<file path="config.mk">
export PLATFORM = sky130hd
export DESIGN_NAME = button_gesture_classifier_core
export DESIGN_NICKNAME = d
export VERILOG_FILES = /design/src/design/bgc_pkg.sv /design/src/design/button_gesture_classifier_core.sv /design/src/design/bgc_step.sv
export SDC_FILE = /design/constraint.sdc
export NUM_CORES = 1
export LEC_CHECK = 0
export BUFFER_PORTS_ARGS = -buffer_cell sky130_fd_sc_hd__buf_2
export CORE_MARGIN = 2
export CORE_UTILIZATION = 49
export DETAILED_ROUTE_END_ITERATION = 10
export HOLD_SLACK_MARGIN = 0.06
export PLACE_DENSITY = 0.68
export SYNTH_ARGS = -nofsm -noshare
export SYNTH_HDL_FRONTEND = slang
export SYNTH_HIERARCHICAL = 1
export SYNTH_SLANG_ARGS = --single-unit
</file>
<file path="constraint.sdc">
create_clock -name clock -period 4.1 [get_ports clock]
set_input_delay 0.205 -clock clock [delete_from_list [all_inputs] [get_ports clock]]
set_output_delay 0.205 -clock clock [all_outputs]
set_load 0.03 [all_outputs]
</file>
<file path="src/design/bgc_pkg.sv">
// bgc_pkg: shared types, codes and sizes for the button gesture classifier
// no dependencies; used by bgc_step and button_gesture_classifier_core
package bgc_pkg;

   localparam int COUNT_BITS = 12;
   localparam int CFG_BITS   = 12;
   localparam int CMP_BITS   = (COUNT_BITS > CFG_BITS) ? COUNT_BITS : CFG_BITS;

   localparam logic [CFG_BITS-1:0] LONG_PRESS_RESET = CFG_BITS'(500);
   localparam logic [CFG_BITS-1:0] DC_WINDOW_RESET  = CFG_BITS'(500);

   typedef enum logic [1:0] {
      MODE_TICK    = 2'd0,
      MODE_PRESS   = 2'd1,
      MODE_RELEASE = 2'd2,
      MODE_UNUSED  = 2'd3
   } mode_type;

   typedef enum logic [1:0] {
      PH_IDLE           = 2'd0,
      PH_FIRST_PRESSED  = 2'd1,
      PH_FIRST_RELEASED = 2'd2,
      PH_SECOND_PRESSED = 2'd3
   } phase_type;

   typedef enum logic [2:0] {
      ACT_NONE     = 3'd0,
      ACT_NEXT     = 3'd1,
      ACT_PREV     = 3'd2,
      ACT_PAUSE    = 3'd3,
      ACT_CONTINUE = 3'd4,
      ACT_START    = 3'd5
   } action_type;

   typedef enum logic {
      REG_LONG_PRESS = 1'b0,
      REG_DC_WINDOW  = 1'b1
   } reg_index_type;

   typedef struct packed {
      logic [1:0] mode;
      logic       started;
      logic       paused;
   } req_type;

   typedef struct packed {
      logic [2:0] action;
      logic [1:0] phase_now;
   } rsp_type;

   // classifier state carried between items
   typedef struct packed {
      phase_type             phase;
      logic [COUNT_BITS-1:0] elapsed;
   } state_type;

endpackage

</file>
<file path="src/design/button_gesture_classifier_core.sv">
// button_gesture_classifier_core: top level, state, config and result registers
// depends on bgc_pkg and bgc_step
//
// usage:
//   req channel: one beat per millisecond tick, key press or key release,
//     with the player flags. csr channel: writes long_press_ms (index 0) and
//     double_click_window_ms (index 1); always ready, write only while idle.
//   rsp channel: exactly one beat per req beat, in order: the action taken
//     (none, next, previous, pause, continue, start) and the phase after it.
//   latency: the result appears in the cycle after the req beat is taken.
//   throughput: one item per cycle while rsp_ready stays high; the state update is one pass of
//     counter increment, compare and phase select feeding the state and
//     result registers.
//   reset: phase idle, counter zero, both thresholds 500, no result pending.
//   stall: while a result waits and rsp_ready is low, req_ready is low;
//     req_ready follows rsp_ready combinationally so no cycle is lost.
module button_gesture_classifier_core (
   input  logic                             clock,
   input  logic                             reset,
   input  logic                             req_valid,
   output logic                             req_ready,
   input  bgc_pkg::req_type                 req_data,
   output logic                             rsp_valid,
   input  logic                             rsp_ready,
   output bgc_pkg::rsp_type                 rsp_data,
   input  logic                             csr_valid,
   output logic                             csr_ready,
   input  logic                             csr_index,
   input  logic [bgc_pkg::CFG_BITS-1:0]     csr_data
);

   bgc_pkg::state_type             state_ff;
   bgc_pkg::state_type             state_in;
   bgc_pkg::action_type            action_in;
   logic [bgc_pkg::CFG_BITS-1:0]   long_press_ff;
   logic [bgc_pkg::CFG_BITS-1:0]   window_ff;
   logic                           rsp_valid_ff;
   bgc_pkg::rsp_type               rsp_data_ff;
   logic                           req_take;

   assign req_ready = !rsp_valid_ff || rsp_ready;
   assign req_take  = req_valid && req_ready;
   assign csr_ready = 1'b1;
   assign rsp_valid = rsp_valid_ff;
   assign rsp_data  = rsp_data_ff;

   bgc_step u_step (
      .req                    (req_data),
      .cur                    (state_ff),
      .long_press_ms          (long_press_ff),
      .double_click_window_ms (window_ff),
      .nxt                    (state_in),
      .action                 (action_in)
   );

   always_ff @(posedge clock) begin
      if (reset) begin
         state_ff.phase   <= bgc_pkg::PH_IDLE;
         state_ff.elapsed <= '0;
         long_press_ff    <= bgc_pkg::LONG_PRESS_RESET;
         window_ff        <= bgc_pkg::DC_WINDOW_RESET;
         rsp_valid_ff     <= 1'b0;
      end else begin
         if (csr_valid) begin
            case (bgc_pkg::reg_index_type'(csr_index))
               bgc_pkg::REG_LONG_PRESS: long_press_ff <= csr_data;
               bgc_pkg::REG_DC_WINDOW:  window_ff     <= csr_data;
               default: ;
            endcase
         end
         if (req_take) begin
            state_ff     <= state_in;
            rsp_valid_ff <= 1'b1;
         end else if (rsp_ready) begin
            rsp_valid_ff <= 1'b0;
         end
      end
   end

   // result payload needs no reset
   always_ff @(posedge clock) begin
      if (req_take) begin
         rsp_data_ff.action    <= action_in;
         rsp_data_ff.phase_now <= state_in.phase;
      end
   end

`ifndef ASSERT_OFF
   a_take_gives_result: assert property (@(posedge clock) disable iff (reset)
      req_take |=> rsp_valid)
      else $error("accepted item produced no result");

   a_next_phase: assert property (@(posedge clock) disable iff (reset)
      (rsp_valid && rsp_data.action == bgc_pkg::ACT_NEXT)
         |-> rsp_data.phase_now == bgc_pkg::PH_SECOND_PRESSED)
      else $error("next action without second press phase");

   a_gesture_idle: assert property (@(posedge clock) disable iff (reset)
      (rsp_valid && (rsp_data.action == bgc_pkg::ACT_PREV ||
                     rsp_data.action == bgc_pkg::ACT_PAUSE ||
                     rsp_data.action == bgc_pkg::ACT_CONTINUE ||
                     rsp_data.action == bgc_pkg::ACT_START))
         |-> rsp_data.phase_now == bgc_pkg::PH_IDLE)
      else $error("completed gesture did not return to idle");

   a_result_tracks_state: assert property (@(posedge clock) disable iff (reset)
      req_take |=> rsp_data.phase_now == state_ff.phase)
      else $error("reported phase differs from state register");

   a_reset_clears: assert property (@(posedge clock)
      reset |=> (!rsp_valid && state_ff.phase == bgc_pkg::PH_IDLE))
      else $error("reset left a result or a phase");
`endif

endmodule

</file>
<file path="src/design/bgc_step.sv">
// bgc_step: next-state and action logic for one tick or key event
// depends on bgc_pkg
module bgc_step (
   input  bgc_pkg::req_type                 req,
   input  bgc_pkg::state_type               cur,
   input  logic [bgc_pkg::CFG_BITS-1:0]     long_press_ms,
   input  logic [bgc_pkg::CFG_BITS-1:0]     double_click_window_ms,
   output bgc_pkg::state_type               nxt,
   output bgc_pkg::action_type              action
);

   logic [bgc_pkg::COUNT_BITS-1:0] count_up;
   logic [bgc_pkg::CMP_BITS-1:0]   up_ext;
   logic [bgc_pkg::CMP_BITS-1:0]   cur_ext;
   logic [bgc_pkg::CMP_BITS-1:0]   long_ext;
   logic [bgc_pkg::CMP_BITS-1:0]   window_ext;
   bgc_pkg::action_type            single_click;

   // saturating tick counter
   assign count_up = (cur.elapsed == {bgc_pkg::COUNT_BITS{1'b1}}) ? cur.elapsed
                     : cur.elapsed + bgc_pkg::COUNT_BITS'(1);

   assign up_ext     = bgc_pkg::CMP_BITS'(count_up);
   assign cur_ext    = bgc_pkg::CMP_BITS'(cur.elapsed);
   assign long_ext   = bgc_pkg::CMP_BITS'(long_press_ms);
   assign window_ext = bgc_pkg::CMP_BITS'(double_click_window_ms);

   always_comb begin
      if (!req.started) begin
         single_click = bgc_pkg::ACT_START;
      end else if (req.paused) begin
         single_click = bgc_pkg::ACT_CONTINUE;
      end else begin
         single_click = bgc_pkg::ACT_PAUSE;
      end
   end

   always_comb begin
      nxt    = cur;
      action = bgc_pkg::ACT_NONE;
      case (bgc_pkg::mode_type'(req.mode))
         bgc_pkg::MODE_TICK: begin
            if (cur.phase == bgc_pkg::PH_FIRST_PRESSED) begin
               nxt.elapsed = count_up;
            end else if (cur.phase == bgc_pkg::PH_FIRST_RELEASED) begin
               nxt.elapsed = count_up;
               // window runs out: single click
               if (up_ext >= window_ext) begin
                  action    = single_click;
                  nxt.phase = bgc_pkg::PH_IDLE;
               end
            end
         end
         bgc_pkg::MODE_PRESS: begin
            if (cur.phase == bgc_pkg::PH_IDLE) begin
               nxt.elapsed = '0;
               nxt.phase   = bgc_pkg::PH_FIRST_PRESSED;
            end else if (cur.phase == bgc_pkg::PH_FIRST_RELEASED) begin
               action    = bgc_pkg::ACT_NEXT;
               nxt.phase = bgc_pkg::PH_SECOND_PRESSED;
            end
         end
         bgc_pkg::MODE_RELEASE: begin
            if (cur.phase == bgc_pkg::PH_FIRST_PRESSED) begin
               if (cur_ext > long_ext) begin
                  action    = bgc_pkg::ACT_PREV;
                  nxt.phase = bgc_pkg::PH_IDLE;
               end else begin
                  nxt.elapsed = '0;
                  nxt.phase   = bgc_pkg::PH_FIRST_RELEASED;
               end
            end else if (cur.phase == bgc_pkg::PH_SECOND_PRESSED) begin
               nxt.phase = bgc_pkg::PH_IDLE;
            end
         end
         default: begin
            nxt    = cur;
            action = bgc_pkg::ACT_NONE;
         end
      endcase
   end

endmodule

</file>
==> reports/results.md <==
## Global routing
• **combined global-route utilization of all metal layers** 23.4%
• **via count of the first global-routing pass** 2,709
• **antenna violations before repair** 0
• **total overflow reported by the global router** 0
• **first-pass GRT wire length** 13.4 mm
• **maximum number of pins on one net before global-route repair** 40

## Routing
• **DRC** 0
• **Initial DRC Count** 252
• **Avg WL per Cell** 16.1 um
• **via/cell ratio** 5.86
• **via count** 2,947
• **remaining antenna violation count after routing** 0
• **post-detailed-routing wire length** 8.12 mm
• **number of detailed-routing iterations run before antenna repair** 6

## Run status
• **outcome** completed

## STA
• **hold violation total from the final report** 0
• **Slew HR** 50.4%
• **clock tree skew after final layout** 6.23 ps
• **Fmax** 279 MHz
• **fin. max-slew vios** 0
• **Tightest Pin Transition** 744 ps
• **setup TNS after final layout** 0 ps
• **fin crit period** 3580 ps
• **final period utilization** 87.3%
• **unrepaired setup endpoints after global routing** false
• **final setup fails** 0

## Clock network
• **register clock-pin slew on the reported worst setup and hold paths** 80 ps
• **number of buffers inserted by hold repair at cts** 0
• **Post-CTS Setup Inserts** 0
• **PostCTS Resize Cnt** 0
• **insertion delay to the later sink of the worst-skew pair** 300 ps
• **TritonCTS clock tree** done
• **number of H-tree levels** 2
• **TritonCTS Buffers** 5
• **buffer type at the clock tree root** sky130_fd_sc_hd__clkbuf_8
• **number of buffers between clock root and the deepest sink** 2
• **# clock sinks** 44

## Cells and area
• **fraction of layout instances using a drive strength above 1** 14.1%
• **area growth from synthesis to layout** 6.44%
• **diode count** 0
• **Finished Layout Cells** 503
• **Final #Nets** 473

## Synth
• **area share of the largest cell type after synthesis** 24.6%
• **flip-flop and latch count after synthesis** 44
• **share of synthesized registers carrying an async set or reset** 0%
• **top area cells in the synthesized netlist** sky130_fd_sc_hd__dfxtp_1 25%, sky130_fd_sc_hd__ha_1 9.9%, sky130_fd_sc_hd__nand2_1 8.4%, sky130_fd_sc_hd__a21oi_1 7.0%, sky130_fd_sc_hd__edfxtp_1 4.7%
• **Post-Syn Area** 3170 um2
• **Synth top cells by count** 71 x sky130_fd_sc_hd__nand2_1, 44 x sky130_fd_sc_hd__a21oi_1, 39 x sky130_fd_sc_hd__dfxtp_1
• **cell with the most instances after synthesis** sky130_fd_sc_hd__nand2_1
• **Syn Inst Count** 412
• **total of warnings raised by yosys** 6
• **most common flop cell mapped by yosys** sky130_fd_sc_hd__dfxtp_1
• **post-synthesis cell type count** 53
• **Post-synth EDFFs** 5
• **post-synth net total** 459
• **sequential fraction of the synthesis area** 29.4%
• **cell type with the highest aggregate area in the netlist** sky130_fd_sc_hd__dfxtp_1
• **Mapped Avg Cell Area** 7.69 um2

## Worst setup path
• **maximum net fanout on the critical path** 14
• **endpoint required time on the critical path** 4260 ps
• **slowest stage cell on the critical path** sky130_fd_sc_hd__nand4_1
• **kind of end point of the critical path** register
• **Crit Path Category** reg -> reg
• **slowest stage delay, CP** 480 ps
• **worst setup path startpoint** state_ff[1]$_SDFFE_PP0P_
• **critical path cell sequence** ha_1 -> and3_1 -> nand4_1 -> nand3_1 -> xnor2_1 -> ha_1 -> and4_1 -> o21ai_0 -> o2111ai_1 -> a211o_1 -> o211ai_1 -> or3_1 -> nand3_1 -> a21oi_1
• **logic depth of the worst register-to-register path** 14
• **startpoint class of the critical path** register
• **arrival time at the worst endpoint** 3740 ps
• **startpoint of the most critical register-to-register path** state_ff[1]$_SDFFE_PP0P_

## Job
• **number of maximum-capacitance constraint violations** 0

## Die
• **core area** 6310 um2
• **die outline area** 7120 um2
• **die outline width** 84.4 um
• **effective utilization at floorplan** 50.2%
• **top-level port count** 30
• **die outline height** 84.4 um
• **placement row count** 29

## Placement
• **Placed Cells incl. Taps** 496
• **input/output buffers** 28
• **RD Place Congestion** 0.919
• **hpwl dp** 6.18 mm

## Power and ir drop
• **power per cell area** 255 nW/um2
• **worst vdd rail ir drop** 0.154 mV
• **Pleak** 1.46 nW

## Min path
• **number of cells on the worst hold path** 3
• **worst min-delay path class** in -> reg
• **startpoint of the tightest hold check path** csr_data[2]

-- cell families after synthesis --
logic type	synth area share [%]
flops	29.4
fa+ha+maj	10.2
simple gates	26.0
xor+xnor	2.21
mux	0.355
other cells	0.118
buf+inv	7.70
compound gates	24.0
-- layout by cell type (no fill, tap or decap), types with 6 or more instances in the layout --
| cell type | netlist | routed |
|---|---|---|
| sky130_fd_sc_hd__a21bo_2 | 7 | 7 |
| sky130_fd_sc_hd__nor2_1 | 15 | 15 |
| sky130_fd_sc_hd__a31oi_1 | 9 | 9 |
| sky130_fd_sc_hd__nand4_1 | 6 | 6 |
| sky130_fd_sc_hd__a21bo_1 | 7 | 7 |
| sky130_fd_sc_hd__nand2_1 | 71 | 71 |
| sky130_fd_sc_hd__ha_1 | 25 | 25 |
| sky130_fd_sc_hd__xnor2_1 | 6 | 6 |
| sky130_fd_sc_hd__nand3_1 | 27 | 27 |
| sky130_fd_sc_hd__a21oi_1 | 44 | 44 |
| sky130_fd_sc_hd__nand3b_1 | 12 | 12 |
| sky130_fd_sc_hd__buf_2 | 12 | 28 |
| sky130_fd_sc_hd__o21ai_0 | 11 | 11 |
| sky130_fd_sc_hd__dfxtp_1 | 39 | 39 |
| sky130_fd_sc_hd__inv_1 | 29 | 29 |
| sky130_fd_sc_hd__a21oi_2 | 6 | 6 |
-- per-stage QoR --
step,hold WS (ps),util [%],cell area [um2],total power [mW],setup WS [ps]
after global routing,159,53.4,3370,0.899,45.7
after detailed placement,450,52.1,3290,0.595,516
after global placement,445,52.1,3290,0.593,681
after CTS,137,53.4,3370,0.862,499
final,146,53.4,3370,0.858,522
after floorplan,326,-,3170,0.560,1110
-- where the power goes --
group          switching, mW  leakage (nW)  internal (mW)  total (mW)
Combinational         0.0832          1.05         0.0401       0.123
Clock                  0.156        0.0443          0.116       0.272
Sequential            0.0104         0.369          0.453       0.463
-- per-layer routing --
metal	global-route usage, %	part of all wire (%)
met2	38.6	46
met4	6.20	1.7
met1	32.3	48
met3	3.15	4.4
met5	0	0
-- registers in the layout (all words and copies together) (netlist names) --
signal / flops
window_ff: 12
rsp_valid: 1
state_ff: 14
long_press_ff: 12
rsp_data: 5
-- final cells by class --
class                   count  area (um2)
clock buffers               5        68.8
flip-flops and latches     44         931
clock inverters             2        11.3
inverters                  29         109
repair buffers             31         163
well taps                  77        96.3
fillers                   647        2940
multi-input cells         315        1990
-- path summary, 6_finish.rpt --
path	endpoint	slack, ps
worst max-delay path	state_ff[13]$_SDFFE_PP0P_	520
worst min-delay path	window_ff[2]$_SDFFE_PP1P_	150
worst max register to register	state_ff[13]$_SDFFE_PP0P_	520
worst min register to register	long_press_ff[10]$_SDFFE_PP0P_	460
-- critical path, delay by kind of cell (launching register included) --
| family | cells | cell delay [ps] |
|---|---|---|
| fa+ha+maj | 2 | 600 |
| xor+xnor | 1 | 90 |
| simple gates | 6 | 1670 |
| compound gates | 5 | 640 |
| flops | 1 | 450 |
No activity file was read; power rests on OpenSTA's default activity.
